**config.mk**
```make
export PLATFORM = sky130hd
export DESIGN_NAME = base64_stream_decoder_core
export DESIGN_NICKNAME = d
export VERILOG_FILES = /design/src/sv/b64d_pkg.sv /design/src/sv/base64_stream_decoder_core.sv /design/src/sv/b64d_sextet.sv /design/src/sv/b64d_step.sv
export SDC_FILE = /design/constraint.sdc
export NUM_CORES = 1
export LEC_CHECK = 0
export ABC_AREA = 1
export BUFFER_PORTS_ARGS = -buffer_cell sky130_fd_sc_hd__buf_4
export CELL_PAD_IN_SITES_DETAIL_PLACEMENT = 2
export CELL_PAD_IN_SITES_GLOBAL_PLACEMENT = 2
export CORE_UTILIZATION = 37
export CTS_BUF_LIST = sky130_fd_sc_hd__clkbuf_4 sky130_fd_sc_hd__clkbuf_8
export CTS_CLUSTER_SIZE = 10
export DETAILED_ROUTE_END_ITERATION = 8
export PLACE_DENSITY = 0.95
export SLEW_MARGIN = 20
export SYNTH_ARGS = -nofsm -noshare
export SYNTH_HDL_FRONTEND = slang
export SYNTH_SLANG_ARGS = --single-unit
```
**constraint.sdc**
```tcl
create_clock -name clk -period 5.6 [get_ports clk]
set_input_delay 1.12 -clock clk [delete_from_list [all_inputs] [get_ports clk]]
set_output_delay 1.12 -clock clk [all_outputs]
set_load 0.05 [all_outputs]
```
**src/sv/b64d_pkg.sv**
```systemverilog
// ----------------------------------------------------------------------------
// b64d_pkg
// Shared types and constants for the streaming base64 decoder.
// ----------------------------------------------------------------------------
package b64d_pkg;

  localparam int unsigned SymW   = 8;
  localparam int unsigned SextW  = 6;
  localparam int unsigned AccW   = 12;
  localparam int unsigned PendW  = 3;
  localparam int unsigned CountW = 16;

  localparam logic [CountW-1:0] CapacityReset = 16'hFFFF;

  typedef struct packed {
    logic [SymW-1:0] symbol;
    logic            terminator;
  } in_beat_t;

  typedef struct packed {
    logic [7:0]        out_byte;
    logic              byte_valid;
    logic              finished;
    logic              decode_error;
    logic [CountW-1:0] total_bytes;
  } out_beat_t;

  // classification of one input character
  typedef struct packed {
    logic             ok;     // base64 alphabet member
    logic             skip;   // padding or whitespace
    logic [SextW-1:0] value;
  } sym_info_t;

endpackage

```
**src/sv/base64_stream_decoder_core.sv**
```systemverilog
// ----------------------------------------------------------------------------
// base64_stream_decoder_core
// Streaming base64 decoder: one character per beat in, one result per beat
// out.
// ----------------------------------------------------------------------------
// Takes one character every clock and gives exactly one result beat per input
// beat, in the cycle after acceptance, from a single output register; a full
// cycle rate is kept as long as the output side drains it. Padding, CR, LF
// and space are skipped; any other non-alphabet character, or a byte past
// cfg_wdata's capacity, sets a sticky error until the terminator beat, which
// reports the byte count or the error and clears the string state. Capacity
// resets to 65535 and should be written only while no beat is in flight.
// ----------------------------------------------------------------------------
module base64_stream_decoder_core (
  input  logic                        clk,
  input  logic                        rst_n,
  input  logic                        in_valid,
  output logic                        in_stall,
  input  b64d_pkg::in_beat_t          in_data,
  output logic                        out_valid,
  input  logic                        out_stall,
  output b64d_pkg::out_beat_t         out_data,
  input  logic                        cfg_we,
  input  logic [b64d_pkg::CountW-1:0] cfg_wdata
);
  import b64d_pkg::*;

  logic              in_take;
  logic [CountW-1:0] cap_r;
  logic              out_valid_r;
  out_beat_t         out_data_r;
  sym_info_t         info;
  out_beat_t         result;

  assign in_stall  = out_valid_r && out_stall;
  assign in_take   = in_valid && !in_stall;
  assign out_valid = out_valid_r;
  assign out_data  = out_data_r;

  b64d_sextet u_sextet (
    .symbol (in_data.symbol),
    .info   (info)
  );

  b64d_step u_step (
    .clk      (clk),
    .rst_n    (rst_n),
    .advance  (in_take),
    .beat     (in_data),
    .info     (info),
    .capacity (cap_r),
    .result   (result)
  );

  always_ff @(posedge clk) begin
    if (!rst_n) begin
      cap_r <= CapacityReset;
    end else if (cfg_we) begin
      cap_r <= cfg_wdata;
    end
  end

  always_ff @(posedge clk) begin
    if (!rst_n) begin
      out_valid_r <= 1'b0;
    end else if (in_take) begin
      out_valid_r <= 1'b1;
    end else if (!out_stall) begin
      out_valid_r <= 1'b0;
    end
  end

  always_ff @(posedge clk) begin
    if (in_take) begin
      out_data_r <= result;
    end
  end

endmodule

```
**src/sv/b64d_sextet.sv**
```systemverilog
// ----------------------------------------------------------------------------
// b64d_sextet
// Maps one ASCII character to its six-bit base64 value and flags characters
// that are skipped or invalid.
// ----------------------------------------------------------------------------
module b64d_sextet (
  input  logic [b64d_pkg::SymW-1:0] symbol,
  output b64d_pkg::sym_info_t       info
);
  import b64d_pkg::*;

  localparam logic [SymW-1:0] ChUpA  = 8'h41;
  localparam logic [SymW-1:0] ChUpZ  = 8'h5A;
  localparam logic [SymW-1:0] ChLoA  = 8'h61;
  localparam logic [SymW-1:0] ChLoZ  = 8'h7A;
  localparam logic [SymW-1:0] ChDig0 = 8'h30;
  localparam logic [SymW-1:0] ChDig9 = 8'h39;
  localparam logic [SymW-1:0] ChPlus = 8'h2B;
  localparam logic [SymW-1:0] ChSlsh = 8'h2F;
  localparam logic [SymW-1:0] ChPad  = 8'h3D;
  localparam logic [SymW-1:0] ChCr   = 8'h0D;
  localparam logic [SymW-1:0] ChLf   = 8'h0A;
  localparam logic [SymW-1:0] ChSpc  = 8'h20;

  localparam logic [SymW-1:0] OffLo  = 8'd71;  // 'a' - 26
  localparam logic [SymW-1:0] OffDig = 8'd4;   // 52 - '0'

  logic [SymW-1:0] diff;

  always_comb begin
    info = '0;
    diff = '0;
    if (symbol >= ChUpA && symbol <= ChUpZ) begin
      diff       = symbol - ChUpA;
      info.ok    = 1'b1;
      info.value = diff[SextW-1:0];
    end else if (symbol >= ChLoA && symbol <= ChLoZ) begin
      diff       = symbol - OffLo;
      info.ok    = 1'b1;
      info.value = diff[SextW-1:0];
    end else if (symbol >= ChDig0 && symbol <= ChDig9) begin
      diff       = symbol + OffDig;
      info.ok    = 1'b1;
      info.value = diff[SextW-1:0];
    end else if (symbol == ChPlus) begin
      info.ok    = 1'b1;
      info.value = 6'd62;
    end else if (symbol == ChSlsh) begin
      info.ok    = 1'b1;
      info.value = 6'd63;
    end else if (symbol == ChPad || symbol == ChCr || symbol == ChLf || symbol == ChSpc) begin
      info.skip  = 1'b1;
    end
  end

endmodule

```
**src/sv/b64d_step.sv**
```systemverilog
// ----------------------------------------------------------------------------
// b64d_step
// Per-string decode state: bit accumulator, pending bit count, byte count
// and sticky error. Forms the result of each beat and advances the state.
// ----------------------------------------------------------------------------
module b64d_step (
  input  logic                        clk,
  input  logic                        rst_n,
  input  logic                        advance,
  input  b64d_pkg::in_beat_t          beat,
  input  b64d_pkg::sym_info_t         info,
  input  logic [b64d_pkg::CountW-1:0] capacity,
  output b64d_pkg::out_beat_t         result
);
  import b64d_pkg::*;

  logic [AccW-1:0]   acc_r, acc_nxt;
  logic [PendW-1:0]  pend_r, pend_nxt;
  logic [CountW-1:0] cnt_r, cnt_nxt;
  logic              err_r, err_nxt;

  logic [AccW-1:0]   acc_sh;
  logic [PendW:0]    pend_sum;
  logic [PendW:0]    pend_left;

  always_comb begin
    result    = '0;
    acc_nxt   = acc_r;
    pend_nxt  = pend_r;
    cnt_nxt   = cnt_r;
    err_nxt   = err_r;
    acc_sh    = {acc_r[AccW-SextW-1:0], info.value};
    pend_sum  = {1'b0, pend_r} + 4'd6;
    pend_left = pend_sum - 4'd8;
    if (beat.terminator) begin
      result.finished     = 1'b1;
      result.decode_error = err_r;
      result.total_bytes  = err_r ? '0 : cnt_r;
      acc_nxt  = '0;
      pend_nxt = '0;
      cnt_nxt  = '0;
      err_nxt  = 1'b0;
    end else if (!err_r && !info.skip) begin
      if (!info.ok) begin
        err_nxt = 1'b1;
      end else begin
        acc_nxt = acc_sh;
        if (pend_sum[PendW]) begin
          pend_nxt = pend_left[PendW-1:0];
          if (cnt_r >= capacity) begin
            err_nxt = 1'b1;
          end else begin
            result.out_byte   = 8'(acc_sh >> pend_left[PendW-1:0]);
            result.byte_valid = 1'b1;
            cnt_nxt           = cnt_r + 16'd1;
          end
        end else begin
          pend_nxt = pend_sum[PendW-1:0];
        end
      end
    end
  end

  always_ff @(posedge clk) begin
    if (!rst_n) begin
      acc_r  <= '0;
      pend_r <= '0;
      cnt_r  <= '0;
      err_r  <= 1'b0;
    end else if (advance) begin
      acc_r  <= acc_nxt;
      pend_r <= pend_nxt;
      cnt_r  <= cnt_nxt;
      err_r  <= err_nxt;
    end
  end

endmodule

```
==> impl_metrics.csv <==
group,metric,value,unit
outcome,status,"finished clean",
synthesis,ys.flop_type,"dfxtp_1",
timing,fin_skew,0.01207,ns
detailed_routing,viasPerCell,5.319,
synthesis,yosys.area.top_type,"dfxtp_1",
finish,multi_input_area,2251,sq um
timing,min_period_over_period,0.5059,
placed_design,dpl_cell_area,4823,sq um
die,die_w,109.8,microns
placed_design,post-place-ws,2.415,ns
finish,postLayoutCellArea,5014,sq um
timing,max_freq,353.0,MHz
timing,worst_pin_slew,0.7033,ns
worst_setup_path,arrival,3.11,ns
synthesis,netlist_top_cells_count,"nand2_1 (97), inv_1 (63), nor2_1 (61)",
worst_hold_path,hold_class,"reg2reg",
finish,diodes,0,
timing,fin_crit,2.833,ns
finish,nFillCells,1330,
placed_design,io_buffers,58,
cts,clk_latency,0.36,ns
worst_setup_path,cp-start-kind,"input pin",
worst_setup_path,crit_required,5.87,ns
finish,drive_gt1_frac,0.2114,
synthesis,synth_area_per_cell,7.721,sq um
global_route,gr-total-overflow,0,
worst_setup_path,end_kind,"register",
worst_setup_path,timing.rr.end,"u_step.cnt_r[4]",
synthesis,synthCells,557,
synthesis,ys_ff_latch,69,
die,core-area,11370,sq um
cts,ctsResizeCount,0,
timing,finalHoldViolations,0,
cts,cts_tree,"yes",
worst_setup_path,path_max_fanout,18,
timing,setup_viol,0,
cts,numCtsBuffers,9,
detailed_routing,drt_iter0_markers,156,
detailed_routing,ant_nets,0,
synthesis,async_flop_share,0,
timing,rsz0062_at_grt,"false",
finish,area_growth,16.58,%
detailed_routing,wl_per_cell,20.19,microns
placed_design,gp_congestion,0.8397,
cts,clock-sinks,69,
global_route,grt_pass1_vias,4488,
worst_setup_path,slowest_delay,0.27,ns
worst_setup_path,rr_startpoint,"u_step.cnt_r[9]",
die,std_cell_rows,39,
timing,relSlewSlack,0.5300,
worst_hold_path,min_from,"cap_r[3]",
global_route,grt_pass1_wl,23780,microns
detailed_routing,vias,4032,
worst_setup_path,worstSetupPathType,"in2reg",
power_and_ir_drop,p_leak,2.173,nW
cts,clk_pin_slew,0.08,ns
cts,hold_buffers,0,
cts,clk_path_buf_depth,2,
detailed_routing,postRouteWirelength,15310,microns
synthesis,yosysUniqueCellTypes,39,
die,die_y,109.8,microns
synthesis,ys_seq_area_frac,0.3841,
detailed_routing,post-route-drc-count,0,
die,initial_core_util,0.3782,
job,cap_violations,0,
finish,final_util,0.4410,
timing,setup_ws,2.767,ns
power_and_ir_drop,ir_drop,0.0001249,V
worst_hold_path,worstHoldPathCells,2,
worst_setup_path,reg2reg_depth,11,
synthesis,yosys_warnings,0,
worst_setup_path,worstSetupStartpoint,"in_data[2]",
cts,h-tree-depth,3,
timing,slew_viol_final,0,
placed_design,hpwl,11110,microns
global_route,track_usage,0.2668,
synthesis,synth-edff-count,27,
die,die_area,12060,sq um
cts,cts_setup_buffers,0,
global_route,grt_max_degree,40,
power_and_ir_drop,powerDensity,235.5,nW/um^2
worst_setup_path,crit_chain,"buf_4, inv_1, ha_1, inv_2, a21boi_4, nand2_1, nand2_2, nand2_4, nor2_4, nand3_4, nand2_8, inv_8, nand2_8, nand2_1, a21oi_1",
synthesis,synthTopCellsByArea,"dfxtp_1 (20%), edfxtp_1 (19%), nand2_1 (8.5%)",
detailed_routing,first_pass_iters,4,
synthesis,synthesis.area,4300,sq um
worst_setup_path,cp_slowest_cell,"ha_1",
worst_setup_path,regToRegSetupSlack,3.06,ns
synthesis,synth_top_area_frac,0.1955,
synthesis,syn_nets,615,
cts,cts-root-buf,"clkbuf_8",
synthesis,synth.most_common_cell,"nand2_1",
global_route,antenna_found_initial,0,
finish,regArea,1652,sq um
worst_hold_path,holdPathEnd,"cap_r[3]",
timing,tns,0,ns
die,io_pins,59,
finish,final_nets,668,
power_and_ir_drop,total_power,1.181,mW
==> metrics by stage <==
step | std cells | hold slack, ns
detailed placement | 742 | 0.4661
CTS | 758 | 0.4787
finish | 758 | 0.4733
floorplan | 557 | 0.4346
global placement | 742 | 0.4549
global route | 758 | 0.4979
==> area by class of cell <==
| type | count | area share |
|---|---|---|
| clock buffer | 9 | 0.02471 |
| clock inverter | 7 | 0.01323 |
| tap | 143 | 0.03569 |
| timing repair buffer | 60 | 0.08984 |
| inverter | 75 | 0.05815 |
| sequential | 69 | 0.3294 |
| multi-input combinational | 395 | 0.4490 |
==> registers in the layout (all words and copies together), names as in the netlist <==
signal	count
u_step.cnt_r	16
cap_r	16
u_step.acc_r	6
u_step.err_r	1
u_step.pend_r	2
out_valid	1
out_data	27
==> power breakdown <==
part / internal [mW] / switching [mW]
sequential: 0.541 / 0.0122
combinational: 0.0641 / 0.154
clock: 0.203 / 0.207
==> kinds of logic after synthesis <==
group           synth area share
compound gates            0.1292
xor+xnor                 0.04073
fa+ha+maj                0.08147
buf+inv                  0.09310
flops                     0.3841
simple gates              0.2715
==> worst max-delay path by stage <==
stage | end | cells past startpoint
after floorplan | u_step.cnt_r[10] | 11
after global placement | u_step.cnt_r[1] | 16
after detailed placement | out_data[24] | 14
after CTS | out_data[22] | 11
after global routing | out_data[22] | 11
final | u_step.cnt_r[5] | 15
==> critical path, delay by kind of cell <==
kind	cells	cell delay (ns)
AO/OA/AOI/OAI	2	0.35
buffers and inverters	4	0.45
AND/OR/NAND/NOR	8	0.91
adder cells (fa/ha/maj)	1	0.27
==> per-layer routing <==
metal,GRT usage,vias up,routed length [microns]
met4,0.09619,0,321
met3,0.03260,27,567
met2,0.4647,102,7670
met1,0.3369,1974,6746
li1,-,1929,-
met5,0,-,0
==> layout by cell type, fill, tap and decap left out, drive strengths merged <==
cell / instances
nand2: 117
inv: 74
nor2: 66
buf: 60
a21oi: 57
nand3: 48
dfxtp: 42
o21ai: 32
ha: 28
edfxtp: 27
xor2: 20
nor3: 10
clkbuf: 9
nand4: 7
clkinv: 6
a21boi: 2
nand3b: 1
a211oi: 1
o22ai: 1
a21o: 1
or2: 1
o211ai: 1
a31oi: 1
a22oi: 1
clkinvlp: 1
bufinv: 1
No activity file was read; power rests on OpenSTA's default activity.
